===== config.mk =====
export PLATFORM = sky130hd
export DESIGN_NAME = zmbd_rsp_queue
export DESIGN_NICKNAME = d
export VERILOG_FILES = /design/src/sv/zone_map_border_detect_macros.svh /design/src/sv/zmbd_pkg.sv /design/src/sv/zmbd_rsp_queue.sv
export SDC_FILE = /design/constraint.sdc
export NUM_CORES = 1
export LEC_CHECK = 0
export BUFFER_PORTS_ARGS = -buffer_cell sky130_fd_sc_hd__buf_2
export CAP_MARGIN = 10
export CORE_MARGIN = 4
export CORE_UTILIZATION = 59
export CTS_CLUSTER_SIZE = 12
export DETAILED_ROUTE_END_ITERATION = 8
export PLACE_DENSITY = 0.83
export SYNTH_ARGS = -nofsm -noshare
export SYNTH_HDL_FRONTEND = slang
export SYNTH_SLANG_ARGS = --single-unit

===== constraint.sdc =====
create_clock -name clock -period 8.6 [get_ports clock]
set_clock_uncertainty 0.1 [all_clocks]
set_input_delay 1.29 -clock clock [delete_from_list [all_inputs] [get_ports clock]]
set_output_delay 1.29 -clock clock [all_outputs]
set_load 0.05 [all_outputs]

===== src/sv/zone_map_border_detect_macros.svh =====
// Assertion macros shared by the zone map border detector.
`ifndef ZONE_MAP_BORDER_DETECT_MACROS_SVH
`define ZONE_MAP_BORDER_DETECT_MACROS_SVH

// The condition must never be seen at a clock edge outside reset.
`define ZMBD_ASSERT_NEVER(label, clk, rst, cond, msg) \
   label: assert property (@(posedge clk) disable iff (rst) !(cond)) \
      else $error(msg);

// When the first expression holds, the second must hold in the following cycle.
`define ZMBD_ASSERT_NEXT(label, clk, rst, pre, post, msg) \
   label: assert property (@(posedge clk) disable iff (rst) (pre) |=> (post)) \
      else $error(msg);

`endif


===== src/sv/zmbd_pkg.sv =====
// Types and constants shared by the zone map border detector modules.
package zmbd_pkg;

   // Fixed field widths of the streams and the register port.
   localparam int COL_OUT_BITS   = 12;
   localparam int ROW_OUT_BITS   = 12;
   localparam int FLAG_BITS      = 8;
   localparam int LEVEL_OUT_BITS = 3;
   localparam int CFG_BITS       = 13;
   localparam int ROW_BITS       = 13;

   // Map size limits and reset value.
   localparam int MIN_SIZE   = 2;
   localparam int MAX_HEIGHT = 4096;
   localparam int RESET_SIZE = 256;
   localparam logic [ROW_BITS-1:0] ROW_CAP = 13'd8191;

   // Register indexes on the configuration port.
   typedef enum logic [1:0] {
      CSR_MAP_WIDTH  = 2'd0,
      CSR_MAP_HEIGHT = 2'd1
   } csr_index_type;

   // Input item kind carried in tuser.
   localparam logic ACTION_DRAIN = 1'b1;

   // Bit positions in the border flags.
   localparam int FLAG_SIDE_WEST    = 0;
   localparam int FLAG_SIDE_NORTH   = 1;
   localparam int FLAG_SIDE_EAST    = 2;
   localparam int FLAG_SIDE_SOUTH   = 3;
   localparam int FLAG_CORNER_NW    = 4;
   localparam int FLAG_CORNER_SW    = 5;
   localparam int FLAG_CORNER_SE    = 6;
   localparam int FLAG_CORNER_NE    = 7;

   // Result queue sizing.
   localparam int RSP_DEPTH     = 3;
   localparam int RSP_PTR_BITS  = $clog2(RSP_DEPTH);
   localparam int RSP_CNT_BITS  = $clog2(RSP_DEPTH + 1);

   // One result item.
   typedef struct packed {
      logic                      frame_last;
      logic [LEVEL_OUT_BITS-1:0] center_level;
      logic [FLAG_BITS-1:0]      border_flags;
      logic [ROW_OUT_BITS-1:0]   tile_row;
      logic [COL_OUT_BITS-1:0]   tile_column;
   } rsp_item_type;

   // Fill state of the result queue.
   typedef struct packed {
      logic                    not_empty;
      logic [RSP_CNT_BITS-1:0] count;
   } rsp_queue_status_type;

endpackage


===== src/sv/zmbd_rsp_queue.sv =====
// Small result queue that decouples the flag stage from the result channel.
module zmbd_rsp_queue import zmbd_pkg::*; (
   input  logic                 clock,
   input  logic                 reset,
   input  logic                 push,
   input  rsp_item_type         push_item,
   input  logic                 pop,
   output rsp_item_type         head_item,
   output rsp_queue_status_type status
);

   rsp_item_type            entries_ff [RSP_DEPTH];
   logic [RSP_PTR_BITS-1:0] wr_ptr_ff;
   logic [RSP_PTR_BITS-1:0] wr_ptr_in;
   logic [RSP_PTR_BITS-1:0] rd_ptr_ff;
   logic [RSP_PTR_BITS-1:0] rd_ptr_in;
   logic [RSP_CNT_BITS-1:0] count_ff;
   logic [RSP_CNT_BITS-1:0] count_in;

   // Pointer and fill count updates.
   always_comb begin
      wr_ptr_in = wr_ptr_ff;
      rd_ptr_in = rd_ptr_ff;
      count_in  = count_ff;
      if (push) begin
         wr_ptr_in = (wr_ptr_ff == RSP_PTR_BITS'(RSP_DEPTH - 1)) ? '0 :
                     wr_ptr_ff + RSP_PTR_BITS'(1);
      end
      if (pop) begin
         rd_ptr_in = (rd_ptr_ff == RSP_PTR_BITS'(RSP_DEPTH - 1)) ? '0 :
                     rd_ptr_ff + RSP_PTR_BITS'(1);
      end
      case ({push, pop})
         2'b10:   count_in = count_ff + RSP_CNT_BITS'(1);
         2'b01:   count_in = count_ff - RSP_CNT_BITS'(1);
         default: count_in = count_ff;
      endcase
   end

   always_ff @(posedge clock) begin
      if (reset) begin
         wr_ptr_ff <= '0;
         rd_ptr_ff <= '0;
         count_ff  <= '0;
      end else begin
         wr_ptr_ff <= wr_ptr_in;
         rd_ptr_ff <= rd_ptr_in;
         count_ff  <= count_in;
      end
   end

   // Item storage needs no reset.
   always_ff @(posedge clock) begin
      if (push) begin
         entries_ff[wr_ptr_ff] <= push_item;
      end
   end

   assign head_item        = entries_ff[rd_ptr_ff];
   assign status.count     = count_ff;
   assign status.not_empty = (count_ff != '0);

endmodule


==> impl_summary.txt, run 1 <==
----------------------------------------------------
[Run status]
  Outcome ... finished clean

[Logic synthesis]
  Synthesized net count ... 302
  FFs w/ async S/R, synth ... 0
  Synthesized-area fraction occupied by and/or/nand/nor cells ... 0.0474
  Top-count cell post-synth ... sky130_fd_sc_hd__edfxtp_1
  Fraction of synthesized cell area in xor and xnor cells ... 0.00407
  EDFF count, synth ... 108
  Number of register bits inferred by synthesis ... 116
  Share of the synthesized area in compound gates (AO/OA/AOI/OAI) ... 0.0489
  Cell type contributing the most total cell area after synthesis ... sky130_fd_sc_hd__edfxtp_1
  Mean area per synthesized cell ... 16.5 um2
  Gate Count Post-Synth ... 261
  Multiplexer share of the synthesized area ... 0.0864
  Share of synthesized cell area in full adder, half adder and majority cells ... 0.00291
  Top cells by instance count after synthesis ... sky130_fd_sc_hd__edfxtp_1 (108), sky130_fd_sc_hd__nand2_1 (39), sky130_fd_sc_hd__mux2i_1 (36), sky130_fd_sc_hd__o21ai_1 (36), sky130_fd_sc_hd__dfxtp_1 (8)
  Portion of the post-synthesis area used by sequential elements ... 0.791
  Post-synthesis cell type count ... 25
  Total number of yosys warnings ... 0
  Mapped cell area ... 0.00430 mm2
  Prevailing post-synth register cell ... sky130_fd_sc_hd__edfxtp_1
  Ranking of synthesized cells by area ... sky130_fd_sc_hd__edfxtp_1 (75%), sky130_fd_sc_hd__mux2i_1 (8.4%), sky130_fd_sc_hd__o21ai_1 (4.2%)
  Top-area cell type share of the netlist area ... 0.754
  Main combinational cell family by area after synthesis ... multiplexers

[GRT]
  Antenna violations before repair ... 0
  Total grt overflow ... 0
  GRT Total Usage ... 0.192
  Wire length of the first global-routing pass ... 12.2 mm
  Via count of the first global-routing pass ... 2,492
  Pin count of the biggest net entering global routing ... 73

[Floorplanning]
  Die Height ... 93.4 um
  Initial Util ... 0.619
  Cell row count ... 30
  Area of the die ... 0.00872 mm2
  Io pins ... 79
  Horizontal die dimension ... 93.4 um
  Area of the placeable core ... 0.00694 mm2

[Placed design]
  Buffers on Ports ... 78
  Half-perimeter wire length after detailed placement ... 4.35 mm
  Placer Congestion ... 0.723

[Run]
  Number of maximum-capacitance violations ... 0

[Worst setup path]
  Launching element type of the critical path ... flip-flop
  Capturing element type of the critical path ... primary output
  Worst-path maximum fanout ... 36
  Required time of the worst setup path ... 7.21 ns
  Data arrival time of the critical path ... 2.33 ns
  Crit Reg-Reg Startpoint ... wr_ptr_ff[1]
  Type of the setup path with the least slack ... flip-flop to primary output

[Detailed routing]
  Total detailed-routing wirelength ... 7.81 mm
  Number of optimization iterations in the first detailed-route pass ... 4
  DR iter-0 viols ... 178
  Drt via density ... 5.22
  Average wire length per cell after detail routing ... 17.1 um
  DRC violations left ... 0
  Via count ... 2,384
  Post-DRT Antenna Nets ... 0

[Power and ir drop]
  Power density of the placed cells ... 286 mW/mm2
  Static Leak ... 1.94 nW
  Maximum resistive drop on vdd ... 0.000173 V
  Tot Pwr ... 0.00154 W

[Clock network]
  Clock Latency Late Sink ... 0.50 ns
  Clock Sinks ... 116
  CTS tree ... built
  Total setup buffers inserted after CTS ... 0
  Count of hold-fix buffers inserted at cts ... 0
  Number of levels the H-tree was split into ... 4
  CTS resizes ... 0
  Clock root buffer ... sky130_fd_sc_hd__clkbuf_8
  Clock-pin transition on the worst setup and hold timing paths ... 0.06 ns
  CTS buffer count ... 17
  Max Buffers Root-to-Sink ... 2

[Timing]
  Final period demand of the worst path ... 3.72 ns
  Max-slew headroom ... 0.224
  Setup repair after global routing missed its margin ... false
  Final number of hold-violating endpoints ... 0
  Final TNS setup ... 0 ns
  Worst-margin pin slew ... 1.16 ns
  Max Freq ... 269 MHz
  Post-route fraction of the period consumed by the critical path ... 0.432
  Final setup violation count ... 0
  Max-slew violation count ... 0

[Finish]
  Area added between synthesis and finish ... 25.1%
  # nets final ... 389
  Ant. Diodes ... 0
  Fraction of layout cells with a size suffix above 1 ... 0.327
  Post-Route Utilization ... 0.775

[Hold path]
  Worst hold start ... rd_ptr_ff[1]
  Path category of the worst min-delay check ... flip-flop to flip-flop

----------------------------------------------------
==> layer usage <==
metal / global-route usage / vias up / routed length (um)
met4: 0.0708 / 0 / 65
met1: 0.215 / 1151 / 3000
met2: 0.330 / 76 / 4330
met5: 0 / - / 0
met3: 0.0748 / 4 / 406
li1: - / 1153 / -
==> state kept, by name, summed over array words and instances, names as in the netlist, named ones only <==
| signal | count |
|---|---|
| entries_ff | 108 |
| wr_ptr_ff | 2 |
| rd_ptr_ff | 2 |
| count_ff | 2 |
==> layout make-up <==
type / count / area [um2]
well taps: 96 / 120
repair buffers: 80 / 405
multi-input cells: 131 / 836
flip-flops and latches: 116 / 3410
clock inverters: 14 / 186
fillers: 398 / 1570
inverters: 2 / 7.51
clock buffers: 18 / 418
==> critical path: stages, from the launching register on <==
cell                      delay [ns]
sky130_fd_sc_hd__dfxtp_2        1.10
sky130_fd_sc_hd__mux2i_1        0.23
sky130_fd_sc_hd__o21ai_1        0.20
sky130_fd_sc_hd__buf_2          0.29
==> path summary, 6_finish.rpt <==
kind                       end  slack (ns)  depth (start not counted)
min                  flip-flop        0.39                          2
max              head_item[11]        4.88                          3
max reg2reg  entries_ff[2][33]        6.66                          2
min reg2reg          flip-flop        0.39                          2
==> kinds of logic (layout without fill, tap and decap cells) <==
logic type      after synthesis  count (layout)
xor+xnor                      2               2
flops                       116             116
fa+ha+maj                     1               1
buf+inv                      14             114
mux                          37              37
compound gates               41              41
simple gates                 50              50
==> through the flow <==
| step | setup slack, ns | cells | area [um2] | hold WS, ns |
|---|---|---|---|---|
| after floorplan | 4.16 | 261 | 4300 | 0.353 |
| after CTS | 4.84 | 457 | 5380 | 0.387 |
| after global routing | 4.72 | 457 | 5380 | 0.429 |
| after global placement | 5.41 | 425 | 4770 | 0.372 |
| final | 4.88 | 457 | 5380 | 0.387 |
| after detailed placement | 5.38 | 425 | 4770 | 0.382 |
==> cells in the final DEF, fill, tap and decap left out, types with 2 or more instances in the layout <==
master / synthesis / layout
sky130_fd_sc_hd__clkbuf_16: 0 / 16
sky130_fd_sc_hd__clkinvlp_4: 0 / 5
sky130_fd_sc_hd__mux2i_1: 36 / 36
sky130_fd_sc_hd__bufinv_16: 0 / 4
sky130_fd_sc_hd__nor2_1: 5 / 3
sky130_fd_sc_hd__buf_2: 2 / 78
sky130_fd_sc_hd__edfxtp_1: 108 / 108
sky130_fd_sc_hd__a21oi_1: 3 / 3
sky130_fd_sc_hd__dfxtp_2: 0 / 2
sky130_fd_sc_hd__dfxtp_1: 8 / 6
sky130_fd_sc_hd__o21ai_1: 36 / 36
sky130_fd_sc_hd__nand2_1: 39 / 39
sky130_fd_sc_hd__buf_4: 1 / 2
sky130_fd_sc_hd__nor2_4: 0 / 2
sky130_fd_sc_hd__clkinv_2: 0 / 4
==> power breakdown <==
group / switching, W / internal [W] / leakage (nW) / total (W)
logic: 0.000128 / 0.0000436 / 0.591 / 0.000171
clock network: 0.000239 / 0.000468 / 0.283 / 0.000706
registers: 0.0000147 / 0.000646 / 1.07 / 0.000660
total: 0.000381 / 0.00116 / 1.94 / 0.00154
No activity file was read; power rests on OpenSTA's default activity.
==> run 2: changes to the inputs <==
- CORE_UTILIZATION: 59 -> 55
- PLACE_DENSITY: 0.83 -> 0.78
- clock period: 8.6 -> 3.6 ns (I/O delays scaled with it)
==> run 2 against run 1 <==
Net effect:
- sequential power rose by 140%
- critical path depth rose by 1
- largest power group unchanged
- utilization fell by 4.5 points
- count of clock-buffer cells in the layout fell by 1
- first-iteration DRC count fell by 53%
- cell area rose by 0.54%
- worst setup slack got worse by 4.2 ns
- critical endpoint is now head_item[22]
- highest routed layer unchanged
- final cell count rose by 1.8%
- power rose by 130%
==> impl_summary.txt, run 2 (synthesis gave the netlist of run 1 again) <==
----------------------------------------------------
[Timing]
  Post-route fraction of the period consumed by the critical path ... 0.806
  Final setup violation count ... 0 (unchanged)
  Worst-margin pin slew ... 0.747 ns (was 1.16 ns)
  Max Freq ... 345 MHz
  Max-slew violation count ... 0 (unchanged)
  Setup repair after global routing missed its margin ... false (unchanged)
  Final period demand of the worst path ... 2.90 ns
  Final TNS setup ... 0 ns (unchanged)
  Fin Hold WS ... 0.124 ns (was 0.387 ns)
  Max-slew headroom ... 0.502 (was 0.224)
  Final number of hold-violating endpoints ... 0 (unchanged)

[Clock network]
  CTS resizes ... 0 (unchanged)
  Clock root buffer ... sky130_fd_sc_hd__clkbuf_8 (unchanged)
  Max Buffers Root-to-Sink ... 2 (unchanged)
  Number of levels the H-tree was split into ... 4 (unchanged)
  Total setup buffers inserted after CTS ... 0 (unchanged)
  Clock Latency Late Sink ... 0.51 ns (was 0.50 ns)
  Count of hold-fix buffers inserted at cts ... 0 (unchanged)
  CTS buffer count ... 17 (unchanged)
  Clock-pin transition on the worst setup and hold timing paths ... 0.06 ns (about the same)
  Clock Sinks ... 116 (unchanged)
  CTS tree ... built (unchanged)

[Placed design]
  Half-perimeter wire length after detailed placement ... 4.52 mm (was 4.35 mm)
  Buffers on Ports ... 78 (unchanged)
  Total cell area at the placement stage ... 0.00482 mm2 (was 0.00477 mm2)
  Placer Congestion ... 0.704 (was 0.723)

[Worst setup path]
  Worst-path maximum fanout ... 24 (was 36)
  Capturing element type of the critical path ... primary output (unchanged)
  Type of the setup path with the least slack ... flip-flop to primary output (unchanged)
  Data arrival time of the critical path ... 2.26 ns (was 2.33 ns)
  Required time of the worst setup path ... 2.96 ns (was 7.21 ns)
  Launching element type of the critical path ... flip-flop (unchanged)

[Finish]
  Area added between synthesis and finish ... 25.7% (was 25.1%)
  Register with the highest flop count ... entries_ff (unchanged)
  Ant. Diodes ... 0 (unchanged)
  Final design area excluding fillers ... 0.00541 mm2 (was 0.00538 mm2)
  Fraction of layout cells with a size suffix above 1 ... 0.339 (was 0.327)
  Most frequent cells in the layout ... sky130_fd_sc_hd__edfxtp_1 (108), sky130_fd_sc_hd__buf_2 (78), sky130_fd_sc_hd__nand2_1 (39) (unchanged)
  # nets final ... 394 (was 389)
  Most common cell after layout, fill and taps aside ... sky130_fd_sc_hd__edfxtp_1 (unchanged)
  Largest register FFs ... 108 (unchanged)

[Detailed routing]
  DR iter-0 viols ... 83 (was 178)
  Number of optimization iterations in the first detailed-route pass ... 4 (unchanged)
  Drt via density ... 5.07 (was 5.22)
  Post-DRT Antenna Nets ... 0 (unchanged)
  Total detailed-routing wirelength ... 7.30 mm (was 7.81 mm)
  Via count ... 2,357 (was 2,384)
  Average wire length per cell after detail routing ... 15.7 um (was 17.1 um)
  DRC violations left ... 0 (unchanged)

[Floorplanning]
  Area of the placeable core ... 0.00741 mm2 (was 0.00694 mm2)
  Horizontal die dimension ... 96.4 um (was 93.4 um)
  Cell row count ... 31 (was 30)
  Io pins ... 79 (unchanged)
  Initial Util ... 0.580 (was 0.619)
  Area of the die ... 0.00930 mm2 (was 0.00872 mm2)
  Die Height ... 96.4 um (was 93.4 um)

[Hold path]
  Path category of the worst min-delay check ... primary input to flip-flop (was flip-flop to flip-flop)

[Power and ir drop]
  Static Leak ... 1.96 nW (was 1.94 nW)
  Power density of the placed cells ... 667 mW/mm2 (was 286 mW/mm2)
  Maximum resistive drop on vdd ... 0.000391 V (was 0.000173 V)

[GRT]
  Pin count of the biggest net entering global routing ... 31 (was 73)
  Total grt overflow ... 0 (unchanged)
  GRT Total Usage ... 0.172 (was 0.192)
  Antenna violations before repair ... 0 (unchanged)
  Via count of the first global-routing pass ... 2,380 (was 2,492)
  Wire length of the first global-routing pass ... 11.2 mm (was 12.2 mm)

[Run status]
  Outcome ... finished clean (unchanged)

[Run]
  Number of maximum-capacitance violations ... 0 (unchanged)

----------------------------------------------------
run 2: report_power, final:
part,switching (W),internal [W]
sequential,0.0000328,0.00154
combinational,0.000306,0.000107
clock,0.000619,0.00100
total,0.000958,0.00265
run 2: worst max-delay path, cell delays in order, from the launching register on:
cell	delay, ns
sky130_fd_sc_hd__dfxtp_2	0.81
sky130_fd_sc_hd__buf_4	0.38
sky130_fd_sc_hd__mux2i_1	0.11
sky130_fd_sc_hd__o21ai_1	0.15
sky130_fd_sc_hd__buf_2	0.29
run 2: through the flow:
stage,util,setup slack [ns],std cells,power (W)
after global routing,0.730,0.533,465,0.00373
after floorplan,-,0.953,261,0.00190
after CTS,0.730,0.634,465,0.00363
after detailed placement,0.651,1.19,433,0.00202
final,0.730,0.697,465,0.00361
after global placement,0.651,1.20,433,0.00201
run 2: area by class of cell:
cell class              count  area, um2
clock buffers              17        414
multi-input cells         131        842
fillers                   459       2000
repair buffers             85        443
flip-flops and latches    116       3410
inverters                   2       7.51
well taps                  99        124
clock inverters            15        171
run 2: final timing paths:
| kind | depth (start not counted) | endpoint | start | slack [ns] |
|---|---|---|---|---|
| setup / recovery | 4 | head_item[22] | flip-flop | 0.70 |
| hold / removal | 1 | entries_ff[1][11] | push_item[11] | 0.12 |
| setup reg to reg | 3 | entries_ff[2][21] | wr_ptr_ff[1] | 1.64 |
| hold reg to reg | 2 | flip-flop | rd_ptr_ff[1] | 0.39 |
run 2: per-layer routing:
metal	part of all wire	vias up	global-route usage
met3	0.082	6	0.0906
met5	0	-	0
li1	-	1163	-
met1	0.42	1114	0.194
met2	0.49	74	0.276
met4	0.0084	0	0.0701
